<file path="src/rtl/eod_pkg.sv">
// Shared types, constants and order-table helper functions for the elevator
// order dispatcher. No dependencies; used by the top level and its checker.
package eod_pkg;

  // Widest order table that the floor index below can address.
  localparam int MaxFloors     = 16;
  localparam int FloorIdxW     = 4;
  localparam int FloorsDefault = 4;

  // Beat widths on the two stream channels.
  localparam int InDataW  = 16;
  localparam int ResultW  = 19;
  localparam int OutDataW = 24;

  // Motor command, two's complement: -1 down, 0 stop, 1 up.
  typedef enum logic [1:0] {
    DIR_STOP = 2'b00,
    DIR_UP   = 2'b01,
    DIR_DOWN = 2'b11
  } dir_t;

  typedef logic [MaxFloors-1:0] fmask_t;

  // One result beat; the first member lands in the highest bits.
  typedef struct packed {
    logic [3:0] cab_lamps;
    logic [3:0] down_lamps;
    logic [3:0] up_lamps;
    logic [2:0] floor_indicator;
    logic       halted_between;
    logic       door_open;
    dir_t       motor_direction;
  } result_t;

  // Floors strictly above floor f.
  function automatic fmask_t above_mask(input logic [FloorIdxW-1:0] f);
    fmask_t m;
    for (int i = 0; i < MaxFloors; i++) begin
      m[i] = (FloorIdxW'(i) > f);
    end
    return m;
  endfunction

  // Floors strictly below floor f.
  function automatic fmask_t below_mask(input logic [FloorIdxW-1:0] f);
    fmask_t m;
    for (int i = 0; i < MaxFloors; i++) begin
      m[i] = (FloorIdxW'(i) < f);
    end
    return m;
  endfunction

  // Next direction from floor f, preferring to keep the current heading.
  function automatic dir_t pick_dir(input fmask_t any, input logic [FloorIdxW-1:0] f,
                                    input dir_t d);
    logic ab;
    logic be;
    logic hr;
    dir_t r;
    ab = |(any & above_mask(f));
    be = |(any & below_mask(f));
    hr = any[f];
    case (d)
      DIR_UP: begin
        r = ab ? DIR_UP : (hr ? DIR_STOP : (be ? DIR_DOWN : DIR_STOP));
      end
      DIR_DOWN: begin
        r = be ? DIR_DOWN : (hr ? DIR_STOP : (ab ? DIR_UP : DIR_STOP));
      end
      default: begin
        r = hr ? DIR_STOP : (ab ? DIR_UP : (be ? DIR_DOWN : DIR_STOP));
      end
    endcase
    return r;
  endfunction

  // Whether a moving car should stop at floor f.
  function automatic logic must_stop(input fmask_t up, input fmask_t dn, input fmask_t cab,
                                     input logic [FloorIdxW-1:0] f, input dir_t d);
    fmask_t any;
    logic   r;
    any = up | dn | cab;
    case (d)
      DIR_UP:   r = cab[f] || up[f] || (!(|(any & above_mask(f))) && dn[f]);
      DIR_DOWN: r = cab[f] || dn[f] || (!(|(any & below_mask(f))) && up[f]);
      default:  r = cab[f] || any[f];
    endcase
    return r;
  endfunction

endpackage

</file>
<file path="src/rtl/elevator_order_dispatcher.sv">
// Elevator order dispatcher, collective control, one poll tick per input beat.
// Depends on eod_pkg (types, direction codes, order-table helper functions).
//
//   channel | dir | payload
//   s_*     | in  | tdata[15:0]: up[3:0] down[7:4] cab[11:8] sensor[14:12] stop[15]
//   m_*     | out | tdata[23:0]: dir[1:0] door[2] halt[3] floor[6:4] lamps[18:7], pad
//
// One tick per clock while s_tready is high: the order table, floor and direction
// registers update on the accepting edge, which also registers the result beat.
// Reset gives an empty order table, an unknown floor and a stopped motor.
// A result register and a one-beat skid register decouple the sides, so s_tready
// falls only once two results wait; it comes back the cycle after m_tready.
module elevator_order_dispatcher #(
  parameter int FLOORS = eod_pkg::FloorsDefault
) (
  input  logic                         clk,
  input  logic                         rst,
  input  logic                         s_tvalid,
  output logic                         s_tready,
  // hall_up_buttons[3:0], hall_down_buttons[7:4], cab_buttons[11:8],
  // car_position[14:12], stop_pressed[15]
  input  logic [eod_pkg::InDataW-1:0]  s_tdata,
  output logic                         m_tvalid,
  input  logic                         m_tready,
  // motor_direction[1:0], door_open[2], halted_between[3], floor_indicator[6:4],
  // up_lamps[10:7], down_lamps[14:11], cab_lamps[18:15], zero pad[23:19]
  output logic [eod_pkg::OutDataW-1:0] m_tdata
);

  localparam logic [eod_pkg::FloorIdxW:0] FloorCount = (eod_pkg::FloorIdxW + 1)'(FLOORS);

  // State registers.
  logic [FLOORS-1:0] ord_up;
  logic [FLOORS-1:0] ord_down;
  logic [FLOORS-1:0] ord_cab;
  logic [2:0]        last_floor;
  eod_pkg::dir_t     travel_direction;

  // Output stage and skid stage.
  logic             out_valid;
  eod_pkg::result_t out_data;
  logic             skid_valid;
  eod_pkg::result_t skid_data;

  // Input beat fields.
  logic [3:0] hall_up_buttons;
  logic [3:0] hall_down_buttons;
  logic [3:0] cab_buttons;
  logic [2:0] car_position;
  logic       stop_pressed;

  assign hall_up_buttons   = s_tdata[3:0];
  assign hall_down_buttons = s_tdata[7:4];
  assign cab_buttons       = s_tdata[11:8];
  assign car_position      = s_tdata[14:12];
  assign stop_pressed      = s_tdata[15];

  // Tick logic signals.
  eod_pkg::fmask_t               all_mask;
  eod_pkg::fmask_t               up0, dn0, cab0;
  eod_pkg::fmask_t               up1, dn1, cab1;
  eod_pkg::fmask_t               up2, dn2, cab2;
  eod_pkg::fmask_t               up3, dn3, cab3;
  eod_pkg::fmask_t               keep;
  logic                          at_floor;
  logic [eod_pkg::FloorIdxW-1:0] fidx;
  logic [eod_pkg::FloorIdxW-1:0] lidx;
  logic                          stop_a;
  logic                          stop_b;
  eod_pkg::dir_t                 dir1, dir2;
  logic [2:0]                    last_floor_next;
  eod_pkg::dir_t                 travel_direction_next;
  eod_pkg::result_t              result;

  logic accept;
  logic pop;

  assign accept   = s_tvalid && s_tready;
  assign pop      = m_tvalid && m_tready;
  assign s_tready = !skid_valid;
  assign m_tvalid = out_valid;
  assign m_tdata  = {(eod_pkg::OutDataW - eod_pkg::ResultW)'(0), out_data};

  // One poll tick: merge buttons, service the floor, apply stop, pick a heading.
  always_comb begin
    all_mask = eod_pkg::fmask_t'({FLOORS{1'b1}});
    up0  = eod_pkg::fmask_t'(ord_up)   | (eod_pkg::fmask_t'(hall_up_buttons)   & all_mask);
    dn0  = eod_pkg::fmask_t'(ord_down) | (eod_pkg::fmask_t'(hall_down_buttons) & all_mask);
    cab0 = eod_pkg::fmask_t'(ord_cab)  | (eod_pkg::fmask_t'(cab_buttons)       & all_mask);

    // A negative or too-high sensor reading counts as between floors.
    at_floor = !car_position[2] && ({3'b000, car_position[1:0]} < FloorCount);
    fidx     = eod_pkg::FloorIdxW'(car_position[1:0]);
    keep     = ~(eod_pkg::fmask_t'(1) << fidx);

    // Moving car reaching a floor it should stop at.
    stop_a = at_floor && (travel_direction != eod_pkg::DIR_STOP) &&
             eod_pkg::must_stop(up0, dn0, cab0, fidx, travel_direction);
    up1  = stop_a ? (up0 & keep)  : up0;
    dn1  = stop_a ? (dn0 & keep)  : dn0;
    cab1 = stop_a ? (cab0 & keep) : cab0;
    dir1 = stop_a ? eod_pkg::pick_dir(up1 | dn1 | cab1, fidx, travel_direction)
                  : travel_direction;

    // Idle car with orders at the current floor.
    stop_b = at_floor && (dir1 == eod_pkg::DIR_STOP) && ((up1 | dn1 | cab1) & ~keep) != '0;
    up2  = stop_b ? (up1 & keep)  : up1;
    dn2  = stop_b ? (dn1 & keep)  : dn1;
    cab2 = stop_b ? (cab1 & keep) : cab1;

    // Emergency stop drops every order and the heading.
    up3  = stop_pressed ? '0 : up2;
    dn3  = stop_pressed ? '0 : dn2;
    cab3 = stop_pressed ? '0 : cab2;
    dir2 = stop_pressed ? eod_pkg::DIR_STOP : dir1;

    last_floor_next = at_floor ? car_position : last_floor;
    lidx            = eod_pkg::FloorIdxW'(last_floor_next[1:0]);

    // An idle car at a known floor chooses where to go next.
    if (dir2 == eod_pkg::DIR_STOP && !last_floor_next[2]) begin
      travel_direction_next = eod_pkg::pick_dir(up3 | dn3 | cab3, lidx, eod_pkg::DIR_STOP);
    end else begin
      travel_direction_next = dir2;
    end

    result.motor_direction = travel_direction_next;
    result.door_open       = stop_a || stop_b || (stop_pressed && at_floor);
    result.halted_between  = stop_pressed && !at_floor;
    result.floor_indicator = last_floor_next;
    result.up_lamps        = up3[3:0];
    result.down_lamps      = dn3[3:0];
    result.cab_lamps       = cab3[3:0];
  end

  // State update on each accepted beat.
  always_ff @(posedge clk) begin
    if (rst) begin
      ord_up           <= '0;
      ord_down         <= '0;
      ord_cab          <= '0;
      last_floor       <= 3'b111;
      travel_direction <= eod_pkg::DIR_STOP;
    end else if (accept) begin
      ord_up           <= up3[FLOORS-1:0];
      ord_down         <= dn3[FLOORS-1:0];
      ord_cab          <= cab3[FLOORS-1:0];
      last_floor       <= last_floor_next;
      travel_direction <= travel_direction_next;
    end
  end

  // Result register with a one-beat skid behind it. A waiting skid beat blocks
  // the input, so a skid refill and a new accept never meet in one cycle.
  always_ff @(posedge clk) begin
    if (rst) begin
      out_valid  <= 1'b0;
      skid_valid <= 1'b0;
    end else begin
      if (pop && skid_valid) begin
        out_data   <= skid_data;
        skid_valid <= 1'b0;
      end else if (accept && (!out_valid || pop)) begin
        out_data  <= result;
        out_valid <= 1'b1;
      end else if (accept) begin
        skid_data  <= result;
        skid_valid <= 1'b1;
      end else if (pop) begin
        out_valid <= 1'b0;
      end
    end
  end

endmodule

</file>
<file path="config.mk">
export PLATFORM = sky130hd
export DESIGN_NAME = elevator_order_dispatcher
export DESIGN_NICKNAME = d
export VERILOG_FILES = /design/src/rtl/eod_pkg.sv /design/src/rtl/elevator_order_dispatcher.sv
export SDC_FILE = /design/constraint.sdc
export NUM_CORES = 1
export LEC_CHECK = 0
export BUFFER_PORTS_ARGS = -buffer_cell sky130_fd_sc_hd__buf_2
export CAP_MARGIN = 0
export CELL_PAD_IN_SITES_DETAIL_PLACEMENT = 0
export CELL_PAD_IN_SITES_GLOBAL_PLACEMENT = 1
export CORE_MARGIN = 1
export CORE_UTILIZATION = 40
export DETAILED_ROUTE_END_ITERATION = 12
export PLACE_DENSITY = 0.76
export SETUP_SLACK_MARGIN = 0.2
export SLEW_MARGIN = 20
export SYNTH_ARGS = -nofsm -noshare
export SYNTH_HDL_FRONTEND = slang
export SYNTH_SLANG_ARGS = --single-unit
</file>
<file path="constraint.sdc">
create_clock -name clk -period 8.3 [get_ports clk]
set_input_delay 0.415 -clock clk [delete_from_list [all_inputs] [get_ports clk]]
set_output_delay 0.415 -clock clk [all_outputs]
set_load 0.01 [all_outputs]
</file>
==> metrics.cfg, run 1 <==
[setup_path]
crit_fanout = 9
crit_arrival_ns = 3.32
path_class = reg2reg
worstSetupStartpointType = register
cp_data_required_time_ns = 8.37
critical_path.top_delay_family = compound AO/OA/AOI/OAI gates
timing.reg2reg.setup_slack_ns = 5.06
path_cells = nor4_4 -> nand2_1 -> o311a_2 -> or4b_4 -> o211ai_4 -> a211oi_1 -> o31a_1 -> a21boi_2 -> a21oi_1
endpoint_kind = register
slowest_delay_ns = 0.53
crit_buf_inv = 0
slowest_stage = or4b_4

[timing]
finalCriticalPeriod_ns = 3.24
setup_viol = 0
skew_ns = 0.00632
setup_ws_ns = 5.06
slew_viol_final = 0
worst_pin_slew_ns = 0.880
rsz0062_at_grt = no
hold_viol = 0
slew_headroom_pct = 39.6
finalCritPeriodShare_pct = 39.1
max_freq_ghz = 0.308
setup_tns_ns = 0

[global_route]
grt_pass1_vias = 2473
grt_max_degree = 24
grt_antenna_before_repair = 0
grt_pass1_wl_um = 12900
grt_overflow = 0
grt_usage_pct = 20.0

[placement]
dpl_worst_slack_ns = 4.92
place_congestion = 0.939
port_buffers = 40
hpwl_um = 5520

[run_status]
status = complete, no violations

[yosys]
synth_seq_cells = 57
synth_edf_count = 38
ys_seq_area_share_pct = 46.9
synth-async-reset-ratio_pct = 0
synthesis.area_mm2 = 0.00324
yosysUniqueCellTypes = 65
syn_area_per_cell_um2 = 10.4
synthCells = 311
ys.flop_type = edfxtp_1
ys.warnings.count = 0

[finish]
fillers = 762
areaGrowthSynthToFinish_pct = 13.5
mostFrequentLayoutCells = nor2_1 (42), buf_2 (40), edfxtp_1 (38), nand2_1 (37), a21oi_1 (31)
fin_nets = 368
final_common_cell = nor2_1
diodes = 0
drive_gt1_share_pct = 29.2

[power]
ir_worst_vdd_mv = 0.131
p_leak_nw = 1.38
power_density_mw_per_mm2 = 203

[clock_tree]
hold_buffers = 0
ctsHtreeMaxLevel = 3
cts_resized = 0
cts_buffers = 9
clock-root-buffer = clkbuf_8
post_cts_buffers = 0
cts_tree = done
insertion_delay_ns = 0.34
cts_buffer_depth = 2
cts.sinks = 57
clk_pin_slew_ns = 0.07

[floorplanning]
die_h_um = 92.0
ioPinCount = 46
start_util_pct = 41.8
rows = 32
dieArea_mm2 = 0.00847
fp.dieW_um = 92.0
core_mm2 = 0.00777

[detailed_routing]
ant_nets = 0
drt_iter0_markers = 203
vias_per_cell = 5.58
wl_per_cell_um = 17.4
drcViolationCount = 0
drtPass1Iterations = 5
wl_um = 7920
vias = 2537

[min_path]
hp-class = in2reg

[run]
cap_violations = 0

## flip-flops by register name, indices dropped and copies added (netlist names)
register,flops
last_floor,3
m_tdata,19
m_tvalid,1
ord_cab,4
ord_down,4
ord_up,4
skid_data,19
skid_valid,1
travel_direction,2
## stage by stage
stage | utilization (%) | instance area, µm² | total power, mW | hold WS (ns) | instances
2_1_floorplan | - | 3260 | 0.434 | 0.435 | 315
4_1_cts | 47.4 | 3680 | 0.750 | 0.310 | 455
3_3_place_gp | 44.6 | 3460 | 0.467 | 0.443 | 439
3_5_place_dp | 44.7 | 3470 | 0.469 | 0.452 | 439
5_1_grt | 47.4 | 3680 | 0.777 | 0.334 | 455
6_report | 47.4 | 3680 | 0.747 | 0.322 | 455
## power by group
| group | internal [mW] | switching, mW | total (mW) | leakage, nW |
|---|---|---|---|---|
| Sequential | 0.320 | 0.00932 | 0.329 | 0.509 |
| Combinational | 0.0518 | 0.0827 | 0.134 | 0.763 |
| Clock | 0.168 | 0.116 | 0.284 | 0.108 |
## cell usage after synthesis, types with 4 or more instances
| cell type | count | area, µm² |
|---|---|---|
| buf_4 | 6 | 45.0 |
| clkbuf_1 | 6 | 22.5 |
| and2_1 | 4 | 25.0 |
| nand3_1 | 4 | 20.0 |
| edfxtp_1 | 38 | 1140 |
| a21o_2 | 5 | 43.8 |
| dfxtp_1 | 19 | 380 |
| mux2_2 | 15 | 169 |
| nor2_1 | 42 | 158 |
| o21ai_0 | 9 | 45.0 |
| nand2_1 | 37 | 139 |
| nor4_4 | 4 | 85.1 |
| nor3_1 | 7 | 35.0 |
| a21oi_1 | 31 | 155 |
| mux2i_1 | 4 | 40.0 |
| inv_1 | 9 | 33.8 |
## metal layers
metal / track usage [%] / up-vias / share of wire [%]
met5: 0 / - / 0
met4: 6.38 / 0 / 1.3
met3: 3.90 / 12 / 5.0
met2: 30.2 / 90 / 45
met1: 28.9 / 1218 / 49
li1: - / 1217 / -
## worst register-to-register path, stage by stage (launching register included)
cell,delay (ns)
dfxtp_1,0.35
nor4_4,0.47
nand2_1,0.22
o311a_2,0.44
or4b_4,0.53
o211ai_4,0.32
a211oi_1,0.09
o31a_1,0.27
a21boi_2,0.21
a21oi_1,0.09
## logic make-up after synthesis
group                  Yosys count  synth area share, %
AO/OA/AOI/OAI                   83                 18.8
XOR/XNOR                         1                0.270
buffers and inverters           31                 6.13
flip-flops                      57                 46.9
multiplexers                    23                 9.57
other                            1                0.116
AND/OR/NAND/NOR                115                 18.2
## worst paths after layout
path,depth (start not counted),to,from
max,9,m_tdata[0],ord_down[0]
min,2,skid_valid,m_tready
max reg2reg,9,m_tdata[0],ord_down[0]
min reg2reg,2,ord_cab[0],ord_cab[0]
## layout make-up
cell class                      instances  area [µm²]  area share (%)
Sequential cell                        57        1520            41.3
Multi-Input combinational cell        227        1560            42.3
Clock buffer                           10         128            3.47
Tap cell                              102         128            3.47
Timing Repair Buffer                   43         223            6.05
Inverter                               10        42.5            1.16
Clock inverter                          6        82.6            2.24
Power figures use the tool's default switching activity.
==> run 2: changes to the inputs <==
Settings changed: ABC_AREA set to 1, CORE_UTILIZATION 40 to 38, PLACE_DENSITY 0.76 to 0.8.
Clock period 8.3 ns to 2.75 ns, I/O delays scaled along.
==> run 2 against run 1 <==
- die area shrank 9.0%
- global-route usage shrank 2.0 points
- combinational power up 150%
- first-iteration DRC count down 44%
- highest routed layer unchanged
- largest cell class is now flip-flops and latches
==> metrics.cfg, run 2 <==
[yosys]
synthesis.area_mm2 = 0.00280  ; -14%
yosysMostFrequentCell = nand2_1
yosysUniqueCellTypes = 28  ; -57%
synth-async-reset-ratio_pct = 0  ; unchanged
yosysTopAreaCell = edfxtp_1
ys.flop_type = edfxtp_1
synth_seq_cells = 57  ; unchanged
ys_seq_area_share_pct = 54.4  ; +7.5 points
synth_top_area_share_pct = 40.8  ; +5.6 points
synthTopCellsByCount = nand2_1 (72), edfxtp_1 (38), inv_1 (36), nor2_1 (32), o21ai_0 (32)
synth_edf_count = 38  ; unchanged
synth_area_leaders = edfxtp_1 (41%), dfxtp_1 (14%), nand2_1 (9.7%), o21ai_0 (5.7%), inv_1 (4.8%)
synthCells = 328  ; +5.5%
ys.warnings.count = 0  ; unchanged
syn_area_per_cell_um2 = 8.53  ; -18%

[floorplanning]
die_h_um = 87.8  ; -4.6%
core_mm2 = 0.00694  ; -11%
fp.dieW_um = 87.8  ; -4.6%
rows = 30  ; -6.3%
start_util_pct = 40.3  ; -1.5 points
dieArea_mm2 = 0.00771  ; -9.0%
ioPinCount = 46  ; unchanged

[timing]
hold_viol = 0  ; unchanged
rsz0062_at_grt = yes
skew_ns = 0.00895  ; +0.00263 ns
slew_viol_final = 0  ; unchanged
max_freq_ghz = 0.429  ; +39%
setup_viol = 0  ; unchanged
finalCritPeriodShare_pct = 84.7  ; +46 points
setup_tns_ns = 0  ; unchanged
slew_headroom_pct = 63.1  ; +23 points
worst_pin_slew_ns = 0.552  ; -0.328 ns
finalCriticalPeriod_ns = 2.33  ; -0.916 ns

[setup_path]
timing.rr.end = m_tdata[1]
regToRegStartpoint = ord_down[1]
slowest_stage = dfxtp_1
path_class = reg2reg
critical_path.top_delay_family = simple AND/OR/NAND/NOR gates
worst-path-stages = 17  ; +8
slowest_delay_ns = 0.32  ; -0.21 ns
crit_arrival_ns = 2.42  ; -0.90 ns
path_cells = nor2_2 -> nand3_2 -> buf_4 -> nand2_1 -> nand4_2 -> a21oi_2 -> nand2_2 -> nand2_4 -> o31ai_4 -> nand2_2 -> nand4_1 -> nand3_1 -> nor2_1 -> nand2_1 -> nand2_1 -> nand2_1 -> nand2_1
r2r_cells = 17  ; +8
endpoint_kind = register
cp_data_required_time_ns = 2.85  ; -5.52 ns
worstSetupStartpointType = register
timing.reg2reg.setup_slack_ns = 0.42  ; -4.63 ns
crit_buf_inv = 1  ; +1
critical_path.most_common_cell = nand2_1
crit_fanout = 6  ; -3

[min_path]
hp-class = in2reg
whs_endpoint = last_floor[1]
hold_path_depth = 3  ; +1
hp-start = rst

[detailed_routing]
vias = 2333  ; -8.0%
ant_nets = 0  ; unchanged
drt_iter0_markers = 113  ; -44%
wl_um = 6370  ; -20%
vias_per_cell = 4.86  ; -13%
drcViolationCount = 0  ; unchanged
drtPass1Iterations = 4  ; -1
wl_per_cell_um = 13.3  ; -24%

[clock_tree]
cts_buffers = 9  ; unchanged
cts.sinks = 57  ; unchanged
cts_tree = done
clock-root-buffer = clkbuf_8
insertion_delay_ns = 0.34  ; about the same
hold_buffers = 0  ; unchanged
clk_pin_slew_ns = 0.07  ; about the same
ctsHtreeMaxLevel = 3  ; unchanged
cts_buffer_depth = 2  ; unchanged

[placement]
dp_cells = 462  ; +5.2%
place_congestion = 0.850  ; -9.5%
placed_area_mm2 = 0.00313  ; -9.7%
hpwl_um = 4540  ; -18%
port_buffers = 40  ; unchanged

[power]
p_comb_share_pct = 16.5  ; -1.5 points
switchingPower_uw = 598  ; +190%
intPower_mw = 1.41  ; +160%
ir_worst_vdd_mv = 0.241  ; +84%
p_leak_nw = 1.45  ; +4.9%
power_density_mw_per_mm2 = 588  ; +190%
swShare_pct = 29.8  ; +1.9 points
power.total_mw = 2.01  ; +170%
p_clk_share_pct = 34.1  ; -3.9 points
pwr-share-seq_pct = 49.4  ; +5.4 points

[global_route]
grt_pass1_vias = 2179  ; -12%
grt_pass1_wl_um = 10300  ; -20%
grt_antenna_before_repair = 0  ; unchanged
grt_usage_pct = 18.0  ; -2.0 points
grt_max_degree = 37  ; +54%
grt_overflow = 0  ; unchanged

[finish]
final_common_cell = nand2_1
design_area_mm2 = 0.00342  ; -7.1%
diodes = 0  ; unchanged
fin_nets = 399  ; +8.4%
drive_gt1_share_pct = 27.6  ; -1.6 points
fin_util_pct = 49.2  ; +1.8 points
layout.area.seq_mm2 = 0.00152  ; unchanged
areaGrowthSynthToFinish_pct = 22.1
fin_cells = 480  ; +5.5%
fillers = 677  ; -11%
mostFrequentLayoutCells = nand2_1 (72), buf_2 (40), edfxtp_1 (38), inv_1 (36), o21ai_0 (32)
multiInputGateArea_mm2 = 0.00117  ; -25%

[run]
cap_violations = 0  ; unchanged

[run_status]
status = complete, no violations

-- run 2: cells by family (layout without fill, tap and decap cells) --
logic type             after synthesis  count (layout)  share of synthesized area [%]
buffers and inverters               56             108                           8.32
AND/OR/NAND/NOR                    154             154                           25.0
other                                1               5                          0.134
AO/OA/AOI/OAI                       60              60                           12.2
flip-flops                          57              57                           54.4
-- run 2: worst register-to-register path, cell delays in order, from the launching register on --
cell,delay (ns)
dfxtp_1,0.32
nor2_2,0.15
nand3_2,0.12
buf_4,0.15
nand2_1,0.06
nand4_2,0.15
a21oi_2,0.17
nand2_2,0.08
nand2_4,0.10
o31ai_4,0.11
nand2_2,0.11
nand4_1,0.12
nand3_1,0.12
nor2_1,0.05
nand2_1,0.08
nand2_1,0.08
nand2_1,0.07
nand2_1,0.04
-- run 2: worst max-delay path by stage --
stage	from	to	slack (ns)
after floorplan	skid_valid	skid_data[0]	0.49
after global placement	ord_cab[2]	m_tdata[1]	0.33
after detailed placement	ord_cab[2]	m_tdata[0]	0.30
after CTS	ord_cab[2]	m_tdata[0]	0.28
after global routing	ord_down[3]	m_tdata[0]	0.16
final	ord_down[1]	m_tdata[1]	0.42
-- run 2: cell type report --
class	count	area share [%]
tap	96	3.52
clock inverter	7	1.39
sequential	57	44.5
inverter	41	4.50
timing repair buffer	51	8.28
clock buffer	9	3.63
multi-input combinational	219	34.2
-- run 2: per-stage QoR --
stage | setup slack, ns | hold slack (ns)
6_report | 0.422 | 0.121
5_1_grt | 0.164 | 0.133
4_1_cts | 0.283 | 0.0985
3_5_place_dp | 0.302 | 0.445
3_3_place_gp | 0.330 | 0.439
2_1_floorplan | 0.490 | 0.237
-- run 2: power groups by stage --
stage	combinational (mW)	clock (mW)	sequential [mW]
2_1_floorplan	0.211	0	1.01
3_3_place_gp	0.312	0	1.00
3_5_place_dp	0.315	0	1.01
4_1_cts	0.316	0.699	0.987
5_1_grt	0.375	0.729	0.996
6_report	0.332	0.684	0.992
-- run 2: routing by layer --
layer / vias up / GRT usage, % / share of wire (%)
met5: - / 0 / 0
met4: 0 / 7.45 / 1.6
met3: 9 / 4.24 / 4.5
met2: 58 / 27.9 / 46
met1: 1073 / 24.2 / 48
li1: 1193 / - / -
-- run 2: repair_timing --
item | CTS | global route
resized for setup | 0 | 24
buffers inserted | 0 | 2
endpoints found under the setup margin | 0 | 7
